<file path="src/hw/rtl/lpmt_pkg.sv">
`timescale 1ns / 1ps
// ----------------------------------------------------------------------------
// Longest prefix match table: shared package
// Request codes and the records passed along the cell chain.
// ----------------------------------------------------------------------------
package lpmt_pkg;

	localparam logic REQ_WRITE  = 1'b0;
	localparam logic REQ_LOOKUP = 1'b1;

	localparam int ADDR_W = 32;
	localparam int PORT_W = 4;
	localparam int SLOT_W = 4;

	// Search record walking through the cells, one cell per cycle unless stalled.
	typedef struct packed {
		logic              found;
		logic [ADDR_W-1:0] addr;
		logic [ADDR_W-1:0] mask;
		logic [ADDR_W-1:0] gateway;
		logic [PORT_W-1:0] port;
		logic [SLOT_W-1:0] slot;
	} token_t;

	// Route written into one cell.
	typedef struct packed {
		logic              used;
		logic [ADDR_W-1:0] prefix;
		logic [ADDR_W-1:0] mask;
		logic [ADDR_W-1:0] gateway;
		logic [PORT_W-1:0] port;
	} route_t;

endpackage

</file>
<file path="src/hw/rtl/lpmt_req_if.sv">
`timescale 1ns / 1ps
// ----------------------------------------------------------------------------
// Longest prefix match table: request channel
// Valid/ready channel carrying route writes and address lookups.
// ----------------------------------------------------------------------------
interface lpmt_req_if;

	logic        valid;
	logic        ready;
	logic        req_type;
	logic [3:0]  slot_index;
	logic        slot_valid;
	logic [31:0] entry_prefix;
	logic [31:0] entry_mask;
	logic [31:0] entry_gateway;
	logic [3:0]  entry_port;
	logic [31:0] lookup_address;

	modport source (
		output valid, req_type, slot_index, slot_valid, entry_prefix, entry_mask,
		       entry_gateway, entry_port, lookup_address,
		input  ready
	);

	modport sink (
		input  valid, req_type, slot_index, slot_valid, entry_prefix, entry_mask,
		       entry_gateway, entry_port, lookup_address,
		output ready
	);

endinterface

</file>
<file path="src/hw/rtl/lpmt_rsp_if.sv">
`timescale 1ns / 1ps
// ----------------------------------------------------------------------------
// Longest prefix match table: response channel
// Valid/ready channel carrying one lookup result per transaction.
// ----------------------------------------------------------------------------
interface lpmt_rsp_if;

	logic        valid;
	logic        ready;
	logic        hit;
	logic [31:0] next_hop;
	logic [3:0]  out_port;
	logic [3:0]  matched_slot;

	modport source (
		output valid, hit, next_hop, out_port, matched_slot,
		input  ready
	);

	modport sink (
		input  valid, hit, next_hop, out_port, matched_slot,
		output ready
	);

endinterface

</file>
<file path="src/hw/rtl/longest_prefix_match_table_core.sv">
`timescale 1ns / 1ps
// ----------------------------------------------------------------------------
// Longest prefix match table: top level
// Route table: a row of cells a lookup walks one cell a cycle unless stalled.
// ----------------------------------------------------------------------------
// A route write returns nothing. A lookup is accepted only when no other
// lookup is in flight, then passes through the ENTRIES cells, one cell per
// clock while the chain is not stalled, and lands in the response register;
// the request channel opens again on that same edge, so a new lookup is
// taken only after the previous one has left the cell chain. A finished
// result may wait in the response register while a new request is accepted;
// the chain holds its record at the last cell only if the previous result
// has still not been taken. Writes to a slot at or above ENTRIES are
// dropped, and a stored port at or above PORTS is saturated to PORTS - 1.
module longest_prefix_match_table_core #(
	parameter int ENTRIES = 16,
	parameter int PORTS   = 16
) (
	input  logic   clk,
	input  logic   arst_n,
	lpmt_req_if.sink   req,
	lpmt_rsp_if.source rsp
);

	logic [ENTRIES:0]     chain_vld;
	lpmt_pkg::token_t     chain_tok [ENTRIES+1];
	logic                 advance;
	logic                 req_acc;
	lpmt_pkg::route_t     wr_route;
	logic                 rsp_valid_q;
	logic                 hit_q;
	logic [31:0]          next_hop_q;
	logic [3:0]           out_port_q;
	logic [3:0]           matched_slot_q;

	assign req.ready = ~|chain_vld[ENTRIES:1];
	assign req_acc   = req.valid && req.ready;

	// Only one record is ever in the chain, so the whole chain stalls together.
	assign advance = !(chain_vld[ENTRIES] && rsp_valid_q && !rsp.ready);

	assign chain_vld[0]         = req_acc && (req.req_type == lpmt_pkg::REQ_LOOKUP);
	assign chain_tok[0].found   = 1'b0;
	assign chain_tok[0].addr    = req.lookup_address;
	assign chain_tok[0].mask    = '0;
	assign chain_tok[0].gateway = '0;
	assign chain_tok[0].port    = '0;
	assign chain_tok[0].slot    = '0;

	always_comb begin
		wr_route.used    = req.slot_valid;
		wr_route.prefix  = req.entry_prefix;
		wr_route.mask    = req.entry_mask;
		wr_route.gateway = req.entry_gateway;
		wr_route.port    = req.entry_port;
		if (int'(req.entry_port) >= PORTS) begin
			wr_route.port = lpmt_pkg::PORT_W'(PORTS - 1);
		end
	end

	for (genvar i = 0; i < ENTRIES; i++) begin : g_cell
		logic wr_en;

		assign wr_en = req_acc && (req.req_type == lpmt_pkg::REQ_WRITE)
		               && (int'(req.slot_index) == i);

		lpmt_cell #(
			.INDEX (i)
		) u_cell (
			.clk       (clk),
			.arst_n    (arst_n),
			.advance   (advance),
			.wr_en     (wr_en),
			.wr_route  (wr_route),
			.in_valid  (chain_vld[i]),
			.in_token  (chain_tok[i]),
			.out_valid (chain_vld[i+1]),
			.out_token (chain_tok[i+1])
		);
	end

	always_ff @(posedge clk or negedge arst_n) begin
		if (!arst_n) begin
			rsp_valid_q <= 1'b0;
		end else if (chain_vld[ENTRIES] && advance) begin
			rsp_valid_q <= 1'b1;
		end else if (rsp.ready) begin
			rsp_valid_q <= 1'b0;
		end
	end

	// A miss leaves the record's zero initial values in place.
	always_ff @(posedge clk) begin
		if (chain_vld[ENTRIES] && advance) begin
			hit_q          <= chain_tok[ENTRIES].found;
			next_hop_q     <= chain_tok[ENTRIES].gateway;
			out_port_q     <= chain_tok[ENTRIES].port;
			matched_slot_q <= chain_tok[ENTRIES].slot;
		end
	end

	assign rsp.valid        = rsp_valid_q;
	assign rsp.hit          = hit_q;
	assign rsp.next_hop     = next_hop_q;
	assign rsp.out_port     = out_port_q;
	assign rsp.matched_slot = matched_slot_q;

endmodule

</file>
<file path="src/hw/rtl/lpmt_cell.sv">
`timescale 1ns / 1ps
// ----------------------------------------------------------------------------
// Longest prefix match table: route cell
// Holds one route slot and updates the passing search record with it.
// ----------------------------------------------------------------------------
module lpmt_cell #(
	parameter int INDEX = 0
) (
	input  logic             clk,
	input  logic             arst_n,
	input  logic             advance,
	input  logic             wr_en,
	input  lpmt_pkg::route_t wr_route,
	input  logic             in_valid,
	input  lpmt_pkg::token_t in_token,
	output logic             out_valid,
	output lpmt_pkg::token_t out_token
);

	logic                                used_q;
	logic [lpmt_pkg::ADDR_W-1:0]         prefix_q;
	logic [lpmt_pkg::ADDR_W-1:0]         mask_q;
	logic [lpmt_pkg::ADDR_W-1:0]         gateway_q;
	logic [lpmt_pkg::PORT_W-1:0]         port_q;
	logic                                tok_valid_q;
	lpmt_pkg::token_t                    tok_q;
	logic                                match;
	logic                                better;
	lpmt_pkg::token_t                    tok_next;

	always_ff @(posedge clk or negedge arst_n) begin
		if (!arst_n) begin
			used_q <= 1'b0;
		end else if (wr_en) begin
			used_q <= wr_route.used;
		end
	end

	// A clear only drops the used bit; the stored route is never read again.
	always_ff @(posedge clk) begin
		if (wr_en && wr_route.used) begin
			prefix_q  <= wr_route.prefix;
			mask_q    <= wr_route.mask;
			gateway_q <= wr_route.gateway;
			port_q    <= wr_route.port;
		end
	end

	// Strictly greater, so an earlier slot keeps the lead on equal masks.
	always_comb begin
		match    = used_q && ((prefix_q & mask_q) == (in_token.addr & mask_q));
		better   = match && (!in_token.found || (mask_q > in_token.mask));
		tok_next = in_token;
		if (better) begin
			tok_next.found   = 1'b1;
			tok_next.mask    = mask_q;
			tok_next.gateway = gateway_q;
			tok_next.port    = port_q;
			tok_next.slot    = lpmt_pkg::SLOT_W'(INDEX);
		end
	end

	always_ff @(posedge clk or negedge arst_n) begin
		if (!arst_n) begin
			tok_valid_q <= 1'b0;
		end else if (advance) begin
			tok_valid_q <= in_valid;
		end
	end

	always_ff @(posedge clk) begin
		if (advance) begin
			tok_q <= tok_next;
		end
	end

	assign out_valid = tok_valid_q;
	assign out_token = tok_q;

endmodule

</file>
<file path="src/flat_wrapper.sv">
// flat-port wrapper written by rule: the top's interface ports become plain ports
module longest_prefix_match_table_core_flat 
#(
	parameter int ENTRIES = 16,
	parameter int PORTS   = 16
)
  (clk, arst_n, req_valid, req_req_type, req_slot_index, req_slot_valid, req_entry_prefix, req_entry_mask, req_entry_gateway, req_entry_port, req_lookup_address, req_ready, rsp_valid, rsp_hit, rsp_next_hop, rsp_out_port, rsp_matched_slot, rsp_ready);
  lpmt_req_if req_i ();
  lpmt_rsp_if rsp_i ();
  input  logic clk;
  input  logic arst_n;
  input wire logic [$bits(req_i.valid)-1:0] req_valid;
  input wire logic [$bits(req_i.req_type)-1:0] req_req_type;
  input wire logic [$bits(req_i.slot_index)-1:0] req_slot_index;
  input wire logic [$bits(req_i.slot_valid)-1:0] req_slot_valid;
  input wire logic [$bits(req_i.entry_prefix)-1:0] req_entry_prefix;
  input wire logic [$bits(req_i.entry_mask)-1:0] req_entry_mask;
  input wire logic [$bits(req_i.entry_gateway)-1:0] req_entry_gateway;
  input wire logic [$bits(req_i.entry_port)-1:0] req_entry_port;
  input wire logic [$bits(req_i.lookup_address)-1:0] req_lookup_address;
  output wire logic [$bits(req_i.ready)-1:0] req_ready;
  output wire logic [$bits(rsp_i.valid)-1:0] rsp_valid;
  output wire logic [$bits(rsp_i.hit)-1:0] rsp_hit;
  output wire logic [$bits(rsp_i.next_hop)-1:0] rsp_next_hop;
  output wire logic [$bits(rsp_i.out_port)-1:0] rsp_out_port;
  output wire logic [$bits(rsp_i.matched_slot)-1:0] rsp_matched_slot;
  input wire logic [$bits(rsp_i.ready)-1:0] rsp_ready;
  assign req_i.valid = req_valid;
  assign req_i.req_type = req_req_type;
  assign req_i.slot_index = req_slot_index;
  assign req_i.slot_valid = req_slot_valid;
  assign req_i.entry_prefix = req_entry_prefix;
  assign req_i.entry_mask = req_entry_mask;
  assign req_i.entry_gateway = req_entry_gateway;
  assign req_i.entry_port = req_entry_port;
  assign req_i.lookup_address = req_lookup_address;
  assign req_ready = req_i.ready;
  assign rsp_valid = rsp_i.valid;
  assign rsp_hit = rsp_i.hit;
  assign rsp_next_hop = rsp_i.next_hop;
  assign rsp_out_port = rsp_i.out_port;
  assign rsp_matched_slot = rsp_i.matched_slot;
  assign rsp_i.ready = rsp_ready;
  longest_prefix_match_table_core #(.ENTRIES(ENTRIES), .PORTS(PORTS)) u_core (.clk(clk), .arst_n(arst_n), .req(req_i), .rsp(rsp_i));
endmodule
</file>
<file path="config.mk">
export PLATFORM = sky130hd
export DESIGN_NAME = longest_prefix_match_table_core_flat
export DESIGN_NICKNAME = d
export VERILOG_FILES = /design/src/hw/rtl/lpmt_pkg.sv /design/src/hw/rtl/lpmt_req_if.sv /design/src/hw/rtl/lpmt_rsp_if.sv /design/src/hw/rtl/longest_prefix_match_table_core.sv /design/src/hw/rtl/lpmt_cell.sv /design/src/flat_wrapper.sv
export SDC_FILE = /design/constraint.sdc
export NUM_CORES = 2
export LEC_CHECK = 0
export BUFFER_PORTS_ARGS = -buffer_cell sky130_fd_sc_hd__buf_2
export CAP_MARGIN = 40
export CORE_ASPECT_RATIO = 0.9
export CORE_UTILIZATION = 57
export CTS_CLUSTER_SIZE = 25
export DETAILED_ROUTE_END_ITERATION = 8
export GPL_ROUTABILITY_DRIVEN = 0
export PLACE_DENSITY = 0.74
export SYNTH_ARGS = -nofsm -noshare
export SYNTH_HDL_FRONTEND = slang
export SYNTH_SLANG_ARGS = --single-unit
</file>
<file path="constraint.sdc">
create_clock -name clk -period 50.3 [get_ports clk]
set_clock_uncertainty 0.2 [all_clocks]
set_input_delay 2.515 -clock clk [delete_from_list [all_inputs] [get_ports clk]]
set_output_delay 2.515 -clock clk [all_outputs]
set_load 0.03 [all_outputs]
</file>
After elaboration in Yosys (flattened, before gate mapping)
Index checks and enable logic that the tools add are counted.

cells by class
  muxes and demuxes = 18
  bitwise operators = 33
  reduce and logical (&&, ||, !) cells = 105
  $lt $le $gt $ge = 15
  equality and inequality tests = 31

operator list
  operator            count
  $and 32x32->32      32
  $mux 72             14
  $eq 32x32->1        16
  $gt 32x32->1        15
  $logic_and 1x1->1   69
  $mux 40             1
  $eq 4x4->1 const B  8
  $logic_not 1->1     18
  $eq 4x3->1 const B  4
  $reduce_or 16->1    1
  $logic_or 1x1->1    15
  $eq 4x2->1 const B  2
  $eq 4x1->1 const B  1
  $logic_not 4->1     1
  $mux 1              3
  $reduce_bool 2->1   1
  $not 1->1           1

storage, ports and cells
  bits of input ports = 142
  flip-flop bits (word level) = 3,290
  output and inout port bits = 43
  word-level logic and storage cells = 397

Logic depth before layout (Yosys ltp)
  depth after elaboration = 6
  mapped depth = 12
  mapped depth without buffers = 9

Modules after synthesis
From an unflattened synthesis, not the netlist that was laid out.

second synthesis, totals
  cell total of the unflattened synthesis = 7,416
  area, all modules = 137,510.6 um^2

modules (own cells, without submodules)
  module                                     area each (um^2)  instances  seq. area each (um^2)  cells an instance
  lpmt_cell at u_core.g_cell[10].u_cell ...  8,380.5           7          6,206.0                457
  lpmt_cell at u_core.g_cell[0].u_cell ...   8,605.8           4          6,206.0                457
  lpmt_cell at u_core.g_cell[6].u_cell ...   8,632.0           2          6,206.0                461
  lpmt_cell at u_core.g_cell[7].u_cell       8,620.8           1          6,206.0                461
  lpmt_cell at u_core.g_cell[15].u_cell      8,568.2           1          6,206.0                457
  lpmt_cell at u_core.g_cell[8].u_cell       8,424.3           1          6,206.0                461
  longest_prefix_match_table_core            1,546.5           1          1,256.2                88

Least setup slack after synthesis
Ideal clock, no wire load.

  kind = input port to flip-flop
  start = in rsp_ready
  end = reg u_core.g_cell[10].u_cell.tok_valid_q
  arrival = 51,426 ps
  data required time = 49,883 ps
  setup time = 217 ps
  stages = 3
  slack = -1,543 ps
  cells stage by stage = nand3b_1 -> clkbuf_1 -> mux2_2

between the ends
  word-level cells in the longest chain between the ends = 2

ends and longest elaborated chain
  what                    RTL line                               source
  start: declaration      flat_wrapper.sv:27                     input wire logic [$bits(rsp_i.ready)-1:0] rsp_ready;
  $logic_not 1->1         longest_prefix_match_table_core.sv:40  assign advance = !(chain_vld[ENTRIES] && rsp_valid_q && !rsp.ready);
  $logic_and 1x1->1       longest_prefix_match_table_core.sv:40
  end signal: assignment  lpmt_cell.sv:67                        tok_valid_q <= in_valid;
  end: declaration        lpmt_cell.sv:25                        logic tok_valid_q;

No other way between the ends.
A chain may end at the register's enable or synchronous reset.

Final worst setup path
  start = in rsp_ready
  end = reg u_core.g_cell[6].u_cell.tok_q, in the netlist u_core.g_cell[6].u_cell.out_token[95] (enable)

between the ends
  word-level cells in the longest chain between the ends = 2

ends and longest elaborated chain
  what                    RTL line                               source
  $logic_not 1->1         longest_prefix_match_table_core.sv:40
  $logic_and 1x1->1       longest_prefix_match_table_core.sv:40
  end signal: assignment  lpmt_cell.sv:73                        tok_q <= tok_next;
  end: declaration        lpmt_cell.sv:26                        lpmt_pkg::token_t tok_q;

No other way between the ends.

==> metrics <==
placed inst area about 0.14 mm2; Final Cycle Share 13.35%; H-tree depth 5; Yosys top cell by area edfxtp_1; Final Core Density ~65%; Power, Total roughly 6.7 mW; clock tree buffer depth 4; Std-Cell Rows between 150 and 200; Max stage delay on crit path between 0.7 and 0.8 ns; crit path max fanout around 140; Final #Nets around 8400; Data arrival, critical path roughly 7.1 ns; Final Hold Vio Count 0; final setup fails 0; CP Class in2reg; Reg-to-Reg End u_core.g_cell[6].u_cell.out_token[95]; status completed; largest net degree at the start of global routing 198; Hold Crit Class reg2reg; Worst-path clk slew around 0.06 ns; core area roughly 0.23 mm2; min cycle time layout about 6.7 ns; RSZ-0062 raised after global routing no; io pins ~190; Routed WL 327.8 mm; Syn. warnings 0; post-synthesis sequential area ratio around 75%; total congestion overflow 0; Inst Count DP roughly 11000; post-CTS setup buffers 0; area of the die 0.2318 mm2; f_max between 100 and 150 MHz; synth unique cells 60; Gates resized, CTS repair 0; worst-skew pair later-pin latency roughly 0.97 ns; global-route usage over all layers 28.09%; share of layout cells above drive strength 1 22.18%; Post-synth ARST share between 1 and 1.5%; Post-Place Worst Slack ~43 ns; Die Wd just over 500 um; worst hold stages 0; Critical R2R Launch u_core.g_cell[15].u_cell.out_valid; Via density 6.190; CP Capture Type register; #FFs+latches synth around 3300; wire per inst roughly 30 um; final instance area approximately 0.15 mm2; fillers around 15000; Post-Layout Cell Count approximately 11000; Initial Util between 50 and 60%; hold bufs inserted after CTS 0; pwr/cell area roughly 45 mW/mm2; 1st-iter DRT viols between 8000 and 9000; Die H roughly 460 um; kind of cell adding the most delay to the critical path buffers and inverters; CTS buffer count between 300 and 400; Cell Area, Synth between 0.1 and 0.15 mm2; global-route wire length before repair about 460 mm; top_reg_cell synth edfxtp_1; share of the synthesized area in the top cell type 74.28%; Worst VDD drop 0.03641 mV; Mapped Cells 7315; reg2reg setup slack roughly 45 ns; CP max stage cell buf_4; syn avg cell area ~18 um2; Final TNS setup 0 ns; Root Buffer clkbuf_16; worst rel slew slack between 20% and 30%; Setup crit start rsp_ready; crit path launch type input pin; Post-synth EDFFs between 3000 and 4000; # port buffers ~180; Pleak 55.13 nW; Cell Chain, Critical Path buf_2, nand3b_1, buf_4, buf_16, buf_4, buf_4, buf_12, buf_4, buf_4; max_cap viols 0; CP required just over 50 ns; Buf+Inv Stages, Crit Path 8; vias in the first global route 66390; Most common cell on crit path buf_4; final setup margin about 44 ns; CP Capture Point u_core.g_cell[6].u_cell.out_token[95]; clock sink total ~3300; post-route ant nets 0; hpwl dp roughly 220 mm; TritonRoute pass-1 iters 7; Synth Net Count approximately 7900; initial antenna violation count between 60 and 70; critical path depth 9; R2R cell count 8; CTS tree built; top cells by area, synth edfxtp_1, mux2_2, ha_1; routed via count roughly 69000; area delta synth->final 12.34%; worst slew pin tran between 1 and 1.5 ns; count of pins over their slew limit 0; Post-route DRC 0; Min Hold Slack ~0.22 ns
-- power by group --
part | switching [mW] | leakage (nW) | internal, mW
clock network | 0.996 | 5.05 | 1.39
logic | 0.382 | 16.1 | 0.302
registers | 0.209 | 34.0 | 3.42
-- registers in the layout (all words and copies together), names as in the netlist --
signal / count
u_core.rsp.out_port: 4
u_core.rsp.hit: 1
u_core.g_cell.u_cell.mask_q: 512
u_core.g_cell.u_cell.out_token: 1601
u_core.g_cell.u_cell.gateway_q: 512
u_core.g_cell.u_cell.prefix_q: 512
u_core.rsp.valid: 1
u_core.rsp.next_hop: 32
u_core.g_cell.u_cell.used_q: 16
u_core.rsp.matched_slot: 4
u_core.g_cell.u_cell.port_q: 64
u_core.g_cell.u_cell.out_valid: 16
-- layout by cell type, fill, tap and decap left out, types with 33 or more instances in the layout --
cell	count
edfxtp_1	3242
mux2_2	979
xor2_1	512
inv_1	501
ha_1	480
clkbuf_16	338
nand2_1	261
a21oi_1	189
buf_2	184
nand4_1	169
a22oi_1	158
nand3_1	78
o21ai_0	77
and2_1	77
clkinv_1	64
clkbuf_1	61
buf_4	61
clkinv_2	53
nand2b_1	43
a221oi_1	41
dfrtp_1	33
-- layout make-up --
class | instances | area, um2 | share of cell area (%)
Sequential cell | 3275 | 98180 | 66.68
Clock buffer | 406 | 8783 | 5.966
Multi-Input combinational cell | 3415 | 30360 | 20.62
Timing Repair Buffer | 298 | 2611 | 1.774
Tap cell | 3024 | 3784 | 2.570
Antenna cell | 15 | 37.54 | 0.02549
Inverter | 501 | 1881 | 1.277
Clock inverter | 171 | 1598 | 1.085
-- routing by layer --
metal  share of wire [%]  up-vias  routed length (um)  track usage, %
met5               0.025        -                  81               0
met4                 4.6       12               14930           11.39
met3                 9.3      800               30330           5.032
met2                  46     3720              152200           44.05
met1                  40    35060              130300           39.17
li1                    -    29150                   -               -
-- worst reg2reg max path, stage by stage (launching register included) --
cell	delay, ns
dfrtp_1	0.40
nand3b_1	0.59
buf_4	0.27
buf_16	0.30
buf_4	0.24
buf_4	0.69
buf_12	0.62
buf_4	0.98
buf_4	0.76
-- cells in the mapped netlist (all sizes together), types with 7 or more instances --
| cell | count |
|---|---|
| dfrtp | 33 |
| and4 | 16 |
| a21oi | 193 |
| or4 | 7 |
| nor4 | 32 |
| nand2b | 43 |
| o21a | 8 |
| nand4 | 169 |
| nor2b | 19 |
| xor2 | 512 |
| nand4b | 7 |
| ha | 480 |
| a21o | 22 |
| o21ai | 77 |
| a221oi | 41 |
| nand2 | 261 |
| a211oi | 7 |
| a22o | 20 |
| a222oi | 13 |
| nand3 | 78 |
| and2 | 81 |
| a22oi | 159 |
| o2111ai | 7 |
| buf | 110 |
| nor3 | 26 |
| nor2 | 49 |
| edfxtp | 3242 |
| or2 | 21 |
| inv | 501 |
| mux2 | 1003 |
| clkbuf | 14 |
| o211ai | 16 |
-- cells by family after synthesis --
family | Yosys count | share of synthesized area, %
simple gates | 828 | 3.340
flops | 3275 | 74.91
buf+inv | 625 | 2.067
xor+xnor | 512 | 3.422
compound gates | 592 | 3.029
mux | 1003 | 8.647
fa+ha+maj | 480 | 4.583
-- worst min-delay path by stage --
stage	from	to	slack, ns
floorplan	u_core.g_cell[15].u_cell.out_token[104]	u_core.rsp.hit	0.20
global placement	u_core.g_cell[15].u_cell.out_token[26]	u_core.rsp.next_hop[18]	0.20
detailed placement	u_core.g_cell[15].u_cell.out_token[22]	u_core.rsp.next_hop[14]	0.20
CTS	u_core.g_cell[15].u_cell.out_token[22]	u_core.rsp.next_hop[14]	0.22
global route	u_core.g_cell[15].u_cell.out_token[15]	u_core.rsp.next_hop[7]	0.22
finish	u_core.g_cell[15].u_cell.out_token[30]	u_core.rsp.next_hop[22]	0.22
(Power assumes the default switching activity.)
